### src/rtl/smes_pkg.sv
// Shared types and constants for the sparse matrix element store.
`default_nettype none
package smes_pkg;
    localparam int Entries    = 32;
    localparam int IndexBits  = 10;
    localparam int ValueBits  = 32;
    localparam int AddrBits   = $clog2(Entries);
    localparam int CountBits  = $clog2(Entries + 1);

    typedef enum logic [1:0] {
        OP_SET   = 2'd0,
        OP_GET   = 2'd1,
        OP_DUMP  = 2'd2,
        OP_CLEAR = 2'd3
    } t_op;

    typedef struct packed {
        logic [1:0]         op;
        logic [9:0]         row;
        logic [9:0]         col;
        logic signed [31:0] value;
    } t_in_item;

    typedef struct packed {
        logic [9:0]         out_row;
        logic [9:0]         out_col;
        logic signed [31:0] out_value;
        logic               present;
        logic               status;
        logic               last;
    } t_out_item;

    typedef struct packed {
        logic [IndexBits-1:0] row;
        logic [IndexBits-1:0] col;
        logic [ValueBits-1:0] value;
    } t_cell;

    typedef enum logic [2:0] {
        ST_IDLE,
        ST_SEARCH,
        ST_SHIFT,
        ST_DUMP_RD,
        ST_DUMP_OUT,
        ST_EMIT
    } t_state;
endpackage
`default_nettype wire

### src/rtl/smes_ram.sv
// Cell memory: one write port, one registered read port.
`default_nettype none
module smes_ram (
    input  wire logic                     i_clk,
    input  wire logic                     i_we,
    input  wire logic [smes_pkg::AddrBits-1:0] i_waddr,
    input  wire smes_pkg::t_cell          i_wdata,
    input  wire logic [smes_pkg::AddrBits-1:0] i_raddr,
    output smes_pkg::t_cell               o_rdata
);
    import smes_pkg::*;

    t_cell r_mem [Entries];

    always_ff @(posedge i_clk) begin
        if (i_we) begin
            r_mem[i_waddr] <= i_wdata;
        end
        o_rdata <= r_mem[i_raddr];
    end
endmodule
`default_nettype wire

### src/rtl/sparse_matrix_element_store.sv
// Top level: sorted sparse matrix cell store with set, get, dump and clear.
//   channel  direction  handshake              payload
//   in       input      i_in_valid/o_in_ready   t_in_item
//   out      output     o_out_valid/i_out_ready t_out_item
// Set and get scan the sorted cells through the memory read port, one cell a
// cycle, and stop at the first cell whose key is not below the item's key.
// Insert and delete then shift the later cells up or down by one place.
// Dump streams cells in order via DUMP_RD and DUMP_OUT; clear zeroes the count.
// Reset empties the store at once (count zero); no clearing pass.
// A stalled result holds the block; a new item is taken only once idle.
`default_nettype none
module sparse_matrix_element_store (
    input  wire logic                i_clk,
    input  wire logic                i_rst_n,
    input  wire logic                i_in_valid,
    output logic                     o_in_ready,
    input  wire smes_pkg::t_in_item  i_in_data,
    output logic                     o_out_valid,
    input  wire logic                i_out_ready,
    output smes_pkg::t_out_item      o_out_data
);
    import smes_pkg::*;

    localparam logic [AddrBits-1:0] AddrLast = AddrBits'(Entries - 1);

    t_state r_state, n_state;
    logic [CountBits-1:0] r_count, n_count;
    logic [CountBits-1:0] r_pos, n_pos;
    logic [CountBits-1:0] r_mv, n_mv;
    logic                 r_hit, n_hit;
    t_in_item             r_item, n_item;
    t_out_item            r_out, n_out;
    logic                 r_ov, n_ov;
    logic                 r_del, n_del;
    logic                 r_hold, n_hold;
    t_cell                r_carry, n_carry;

    logic                 we;
    logic [AddrBits-1:0]  waddr, raddr;
    t_cell                wdata, rdata;

    logic [2*IndexBits-1:0] key_in, key_rd;
    logic [ValueBits-1:0]   val_in;

    smes_ram u_ram (
        .i_clk  (i_clk),
        .i_we   (we),
        .i_waddr(waddr),
        .i_wdata(wdata),
        .i_raddr(raddr),
        .o_rdata(rdata)
    );

    assign key_in = {r_item.row[IndexBits-1:0], r_item.col[IndexBits-1:0]};
    assign key_rd = {rdata.row, rdata.col};
    assign val_in = ValueBits'(r_item.value);
    assign o_in_ready  = (r_state == ST_IDLE) && !r_ov;
    assign o_out_valid = r_ov;
    assign o_out_data  = r_out;

    always_ff @(posedge i_clk) begin
        if (!i_rst_n) begin
            r_state <= ST_IDLE;
            r_count <= '0;
            r_ov    <= 1'b0;
        end else begin
            r_state <= n_state;
            r_count <= n_count;
            r_ov    <= n_ov;
        end
        r_pos   <= n_pos;
        r_mv    <= n_mv;
        r_hit   <= n_hit;
        r_item  <= n_item;
        r_out   <= n_out;
        r_del   <= n_del;
        r_hold  <= n_hold;
        r_carry <= n_carry;
    end

    always_comb begin
        n_state = r_state;
        n_count = r_count;
        n_pos   = r_pos;
        n_mv    = r_mv;
        n_hit   = r_hit;
        n_item  = r_item;
        n_out   = r_out;
        n_ov    = r_ov && !i_out_ready;
        n_del   = r_del;
        n_hold  = r_hold;
        n_carry = r_carry;
        we      = 1'b0;
        waddr   = r_pos[AddrBits-1:0];
        wdata   = r_carry;
        raddr   = r_pos[AddrBits-1:0];
        unique case (r_state)
            ST_IDLE: begin
                raddr = '0;
                if (i_in_valid && o_in_ready) begin
                    n_item = i_in_data;
                    n_pos  = '0;
                    n_hit  = 1'b0;
                    unique case (t_op'(i_in_data.op))
                        OP_SET, OP_GET: n_state = ST_SEARCH;
                        OP_DUMP:        n_state = ST_DUMP_RD;
                        default: begin
                            n_count = '0;
                            n_out   = '0;
                            n_out.last = 1'b1;
                            n_state = ST_EMIT;
                        end
                    endcase
                end
            end
            ST_SEARCH: begin
                // rdata holds cell r_pos when r_pos < count; stop at first key >= ours
                if (r_pos < r_count && key_rd < key_in) begin
                    n_pos = r_pos + 1'b1;
                    raddr = n_pos[AddrBits-1:0];
                end else begin
                    n_hit = (r_pos < r_count) && (key_rd == key_in);
                    n_out = '0;
                    n_out.out_row = r_item.row;
                    n_out.out_col = r_item.col;
                    n_out.last    = 1'b1;
                    n_state       = ST_EMIT;
                    if (t_op'(r_item.op) == OP_GET) begin
                        if (n_hit) begin
                            n_out.out_value = 32'(signed'(rdata.value));
                            n_out.present   = 1'b1;
                        end
                    end else if (val_in != '0) begin
                        if (n_hit) begin
                            we = 1'b1;
                            wdata = '{row: rdata.row, col: rdata.col, value: val_in};
                            n_out.out_value = 32'(signed'(val_in));
                            n_out.present   = 1'b1;
                        end else if (r_count >= CountBits'(Entries)) begin
                            n_out.status = 1'b1;
                        end else begin
                            // write new cell at pos, carry old cells upward
                            we = 1'b1;
                            wdata = '{row: r_item.row[IndexBits-1:0],
                                      col: r_item.col[IndexBits-1:0], value: val_in};
                            n_carry = rdata;
                            n_hold  = r_pos < r_count;
                            n_del   = 1'b0;
                            n_mv    = r_pos + 1'b1;
                            n_count = r_count + 1'b1;
                            n_out.out_value = 32'(signed'(val_in));
                            n_out.present   = 1'b1;
                            raddr   = n_mv[AddrBits-1:0];
                            n_state = ST_SHIFT;
                        end
                    end else if (n_hit) begin
                        // delete: pull cells down from pos+1
                        n_del   = 1'b1;
                        n_mv    = r_pos + 1'b1;
                        n_count = r_count - 1'b1;
                        raddr   = n_mv[AddrBits-1:0];
                        n_state = ST_SHIFT;
                    end
                end
            end
            ST_SHIFT: begin
                raddr = r_mv[AddrBits-1:0] + 1'b1;
                if (r_del) begin
                    if (r_mv < CountBits'(r_count + 1'b1)) begin
                        we    = 1'b1;
                        waddr = r_mv[AddrBits-1:0] - 1'b1;
                        wdata = rdata;
                        n_mv  = r_mv + 1'b1;
                    end else begin
                        n_state = ST_EMIT;
                    end
                end else begin
                    if (r_hold && r_mv < r_count) begin
                        we      = 1'b1;
                        waddr   = r_mv[AddrBits-1:0];
                        wdata   = r_carry;
                        n_carry = rdata;
                        n_hold  = r_mv + 1'b1 < r_count;
                        n_mv    = r_mv + 1'b1;
                    end else begin
                        n_state = ST_EMIT;
                    end
                end
                if (r_mv[AddrBits-1:0] == AddrLast) begin
                    raddr = AddrLast;
                end
            end
            ST_DUMP_RD: begin
                if (r_count == '0) begin
                    n_out = '0;
                    n_out.last = 1'b1;
                    n_state = ST_EMIT;
                end else begin
                    n_state = ST_DUMP_OUT;
                end
            end
            ST_DUMP_OUT: begin
                if (!r_ov || i_out_ready) begin
                    n_out.out_row   = 10'(rdata.row);
                    n_out.out_col   = 10'(rdata.col);
                    n_out.out_value = 32'(signed'(rdata.value));
                    n_out.present   = 1'b1;
                    n_out.status    = 1'b0;
                    n_out.last      = (r_pos + 1'b1) == r_count;
                    n_ov  = 1'b1;
                    n_pos = r_pos + 1'b1;
                    raddr = n_pos[AddrBits-1:0];
                    n_state = n_out.last ? ST_IDLE : ST_DUMP_RD;
                end
            end
            ST_EMIT: begin
                n_ov    = 1'b1;
                n_state = ST_IDLE;
            end
            default: n_state = ST_IDLE;
        endcase
    end

    // Count never exceeds capacity.
    a_count_bound: assert property (@(posedge i_clk) disable iff (!i_rst_n)
        r_count <= CountBits'(Entries)) else $error("count over capacity");

    // A pending result is held until taken.
    a_out_hold: assert property (@(posedge i_clk) disable iff (!i_rst_n)
        r_ov && !i_out_ready |=> r_ov && $stable(r_out)) else $error("result lost");

    // Input is refused while a result is pending.
    a_no_accept: assert property (@(posedge i_clk) disable iff (!i_rst_n)
        r_ov |-> !o_in_ready) else $error("accept during pending result");
endmodule
`default_nettype wire

### config.mk
export PLATFORM = sky130hd
export DESIGN_NAME = sparse_matrix_element_store
export DESIGN_NICKNAME = d
export VERILOG_FILES = /design/src/rtl/smes_pkg.sv /design/src/rtl/smes_ram.sv /design/src/rtl/sparse_matrix_element_store.sv
export SDC_FILE = /design/constraint.sdc
export NUM_CORES = 2
export LEC_CHECK = 0
export BUFFER_PORTS_ARGS = -buffer_cell sky130_fd_sc_hd__buf_2
export CORE_ASPECT_RATIO = 0.6
export CORE_MARGIN = 8
export CORE_UTILIZATION = 50
export CTS_BUF_LIST = sky130_fd_sc_hd__clkbuf_4 sky130_fd_sc_hd__clkbuf_8
export DETAILED_ROUTE_END_ITERATION = 7
export HOLD_SLACK_MARGIN = 0.15
export PLACE_DENSITY_LB_ADDON = 0.1
export SYNTH_ARGS = -nofsm -noshare
export SYNTH_HDL_FRONTEND = slang
export SYNTH_HIERARCHICAL = 1
export SYNTH_SLANG_ARGS = --single-unit
export TNS_END_PERCENT = 20
### constraint.sdc
create_clock -name i_clk -period 13.1 [get_ports i_clk]
set_clock_uncertainty 0.2 [all_clocks]
set_input_delay 0 -clock i_clk [delete_from_list [all_inputs] [get_ports i_clk]]
set_output_delay 0 -clock i_clk [all_outputs]
set_load 0.01 [all_outputs]
==> results.yml <==
power_and_ir_drop:
  ir_worst_vdd_mv: 0.361
  p_leak_uw: 0.0281
  power_uw: 24500
  powerDensity_nw_per_um2: 285
sta:
  finalHoldViolations: 0
  setup_viol: 0
  setup_ws_ns: 5.14
  relSlewSlack_pct: 7.81
  rsz0062_at_grt: "false"
  worst_slew_pin_slew_ns: 1.37
  drv_slew: 0
  finalSetupTns_ns: 0
  min_period_over_period_pct: 60.7
  fin_crit_ns: 7.96
  max_freq_mhz: 126
die:
  start_util_pct: 50.5
  fp-row-count: 110
  pin_count: 115
  die_w_um: 519
  coreArea_um2: 150000
  die_area_um2: 165000
  fp.dieH_um: 318
synthesis:
  synth_warnings: 6
  synthMuxAreaShare_pct: 11.3
  synth.distinct_cells: 62
  synth_simple_gate_area_share_pct: 3.89
  synthArstFlopShare_pct: 0
  synth-main-ff-cell: "edfxtp_1"
  synth_top_family_by_area: "multiplexers"
  synthAdderAreaFrac_pct: 0.792
  synth-seq-cells: 1901
  synth_edf_count: 1839
  synth_compound_gate_area_share_pct: 6.99
  synth_nets: 4654
  syn_area_per_cell_um2: 16.7
  ys_seq_area_share_pct: 74.4
  synth-xor-area-share_pct: 0.242
  synth_cells: 4548
  synth_area_um2: 75800
worst_setup_path:
  crit_path_top_delay_cell: "nor4_1"
  crit_top_cell: "buf_12"
  critPathTopFamily: "simple AND/OR/NAND/NOR gates"
  critPathRequiredTime_ns: 13.75
  startpoint_type: "flop"
  cp_slowest_stage_delay_ns: 1.07
  crit_chain: "nor4_1 -> nand4_1 -> nor2_2 -> nand2_1 -> mux2i_4 -> or2_2 -> o21ai_0 -> a2bb2oi_4 -> buf_12 -> buf_12 -> buf_4 -> mux2i_1 -> a22o_1 -> nor3_1 -> a31oi_1 -> nand3_1"
  end_kind: "flop"
  critPathBufInv: 3
  crit_type: "reg2reg"
  path_max_fanout: 121
  arrival_ns: 8.61
run_status:
  status: "completed"
finish:
  areaGrowthSynthToFinish_pct: 13.2
  area.sequential_um2: 56500
  multi_input_area_um2: 18000
  mostFrequentLayoutCells: "edfxtp_1, mux2i_1, clkbuf_8"
  drive_above_1_share_pct: 14.0
  fin_nets: 5050
  final_cell_count_no_fill: 7169
  final_common_cell: "edfxtp_1"
  n_fill_cell: 11609
  final_cell_area_um2: 85800
drt:
  drtIter0Drc: 5545
  postRouteAntennaNets: 0
  vias_per_cell: 6.01
  wire_per_inst_um: 29.1
  drc_errors: 0
  finalWirelength_um: 208000
  drt_pre_antenna_iters: 8
  num_vias: 43105
placement:
  dpl.cell_count: 6495
  place_congestion: 0.842
  dp_hpwl_um: 111000
  placed_cell_area_um2: 78400
  place_ws_ns: 5.37
  io_buffers: 114
clock_network:
  clk_pin_slew_ns: 0.07
  clkSinkCount: 1901
  clock-root-buffer: "clkbuf_8"
  cts-resized-gates: 0
  post_cts_buffers: 0
  cts_hold_buf: 167
  cts_tree: "done"
  clk_latency_ns: 0.98
  cts_made_buffers: 296
  clockBufferDepth: 4
  cts_max_level: 5
grt:
  grt_max_degree: 128
  grt_usage_pct: 24.5
  grt_pass1_wl_um: 297000
  antenna_found_initial: 4
  grt-ovfl-total: 0
  grt_pass1_vias: 41582
hold_path:
  min_path_type: "reg2reg"
flow_run:
  max_cap_violations: 0
## area by class of cell
| class | count | area share, % |
|---|---|---|
| Antenna cell | 1 | 0.00292 |
| Clock buffer | 425 | 6.02 |
| Clock inverter | 81 | 0.633 |
| Inverter | 41 | 0.179 |
| Multi-Input combinational cell | 2342 | 21.0 |
| Sequential cell | 1901 | 65.8 |
| Tap cell | 2016 | 2.94 |
| Timing Repair Buffer | 362 | 3.48 |
## per-layer routing
| layer | up-vias | routed length, um | GRT usage, % |
|---|---|---|---|
| li1 | 18783 | - | - |
| met1 | 22078 | 97800 | 38.6 |
| met2 | 1995 | 87700 | 34.5 |
| met5 | - | 0 | 0 |
| met4 | 0 | 4460 | 6.83 |
| met3 | 249 | 18500 | 4.76 |
## flip-flops by register name, indices dropped and copies added (netlist names), 3 cells and up
register,cells
r_pos,6
r_count,6
u_ram/o_rdata,52
r_carry,52
r_mv,6
o_out_data,55
key_in,20
val_in,32
r_state,3
u_ram/r_mem,1664
## per-stage QoR
stage / hold WS (ns) / utilization [%]
6_report: 0.271 / 57.1
5_1_grt: 0.267 / 57.1
4_1_cts: 0.198 / 57.1
3_5_place_dp: -0.0219 / 52.2
3_3_place_gp: -0.0230 / 52.2
2_1_floorplan: -0.101 / -
## report_power, final
part           internal, uW  total (uW)  switching [uW]
Combinational          3240       10300            7050
Clock                  2660        4910            2240
Sequential             8880        9260             386
Total                 14800       24500            9680
## cells in the mapped netlist, drive strengths merged (16+ instances only)
cell type / number / area, um^2
edfxtp: 1839 / 55200
o21ai: 55 / 279
a211oi: 20 / 150
a22oi: 190 / 1430
ha: 48 / 601
a221o: 20 / 200
buf: 149 / 1160
nor3: 65 / 325
a22o: 139 / 1220
nor2: 122 / 478
nand2: 211 / 795
inv: 41 / 154
a21o: 37 / 278
xnor2: 16 / 140
dfxtp: 62 / 1240
clkbuf: 115 / 435
nand3: 174 / 871
a21oi: 222 / 1130
a31oi: 55 / 344
mux2i: 857 / 8590
## worst paths after layout
check,startpoint,to,slack (ns),cells after the start
max,val_in[25],u_ram/o_rdata[1],5.14,16
min,u_ram/o_rdata[26],r_carry[26],0.27,0
max reg2reg,val_in[25],u_ram/o_rdata[1],5.14,16
min reg2reg,u_ram/o_rdata[26],r_carry[26],0.27,0
## kinds of logic (layout without fill, tap and decap cells)
| logic type | Yosys count | count (layout) |
|---|---|---|
| and+or+nand+nor | 646 | 646 |
| AOI/OAI and AO/OA | 769 | 769 |
| other | 0 | 1 |
| buffers and inverters | 305 | 909 |
| xor gates and xnor gates | 21 | 21 |
| muxes | 858 | 858 |
| adders and majority gates | 48 | 48 |
| DFF | 1901 | 1901 |
## worst register-to-register path, cell delays in order (launching register included)
cell and delay (ns):
edfxtp_1 0.56, nor4_1 1.07, nand4_1 0.75, nor2_2 0.65, nand2_1 0.17, mux2i_4 0.38
or2_2 0.22, o21ai_0 0.15, a2bb2oi_4 0.70, buf_12 0.50, buf_12 0.85, buf_4 0.86
mux2i_1 0.30, a22o_1 0.17, nor3_1 0.05, a31oi_1 0.18, nand3_1 0.09
No activity file was read; power rests on OpenSTA's default activity.
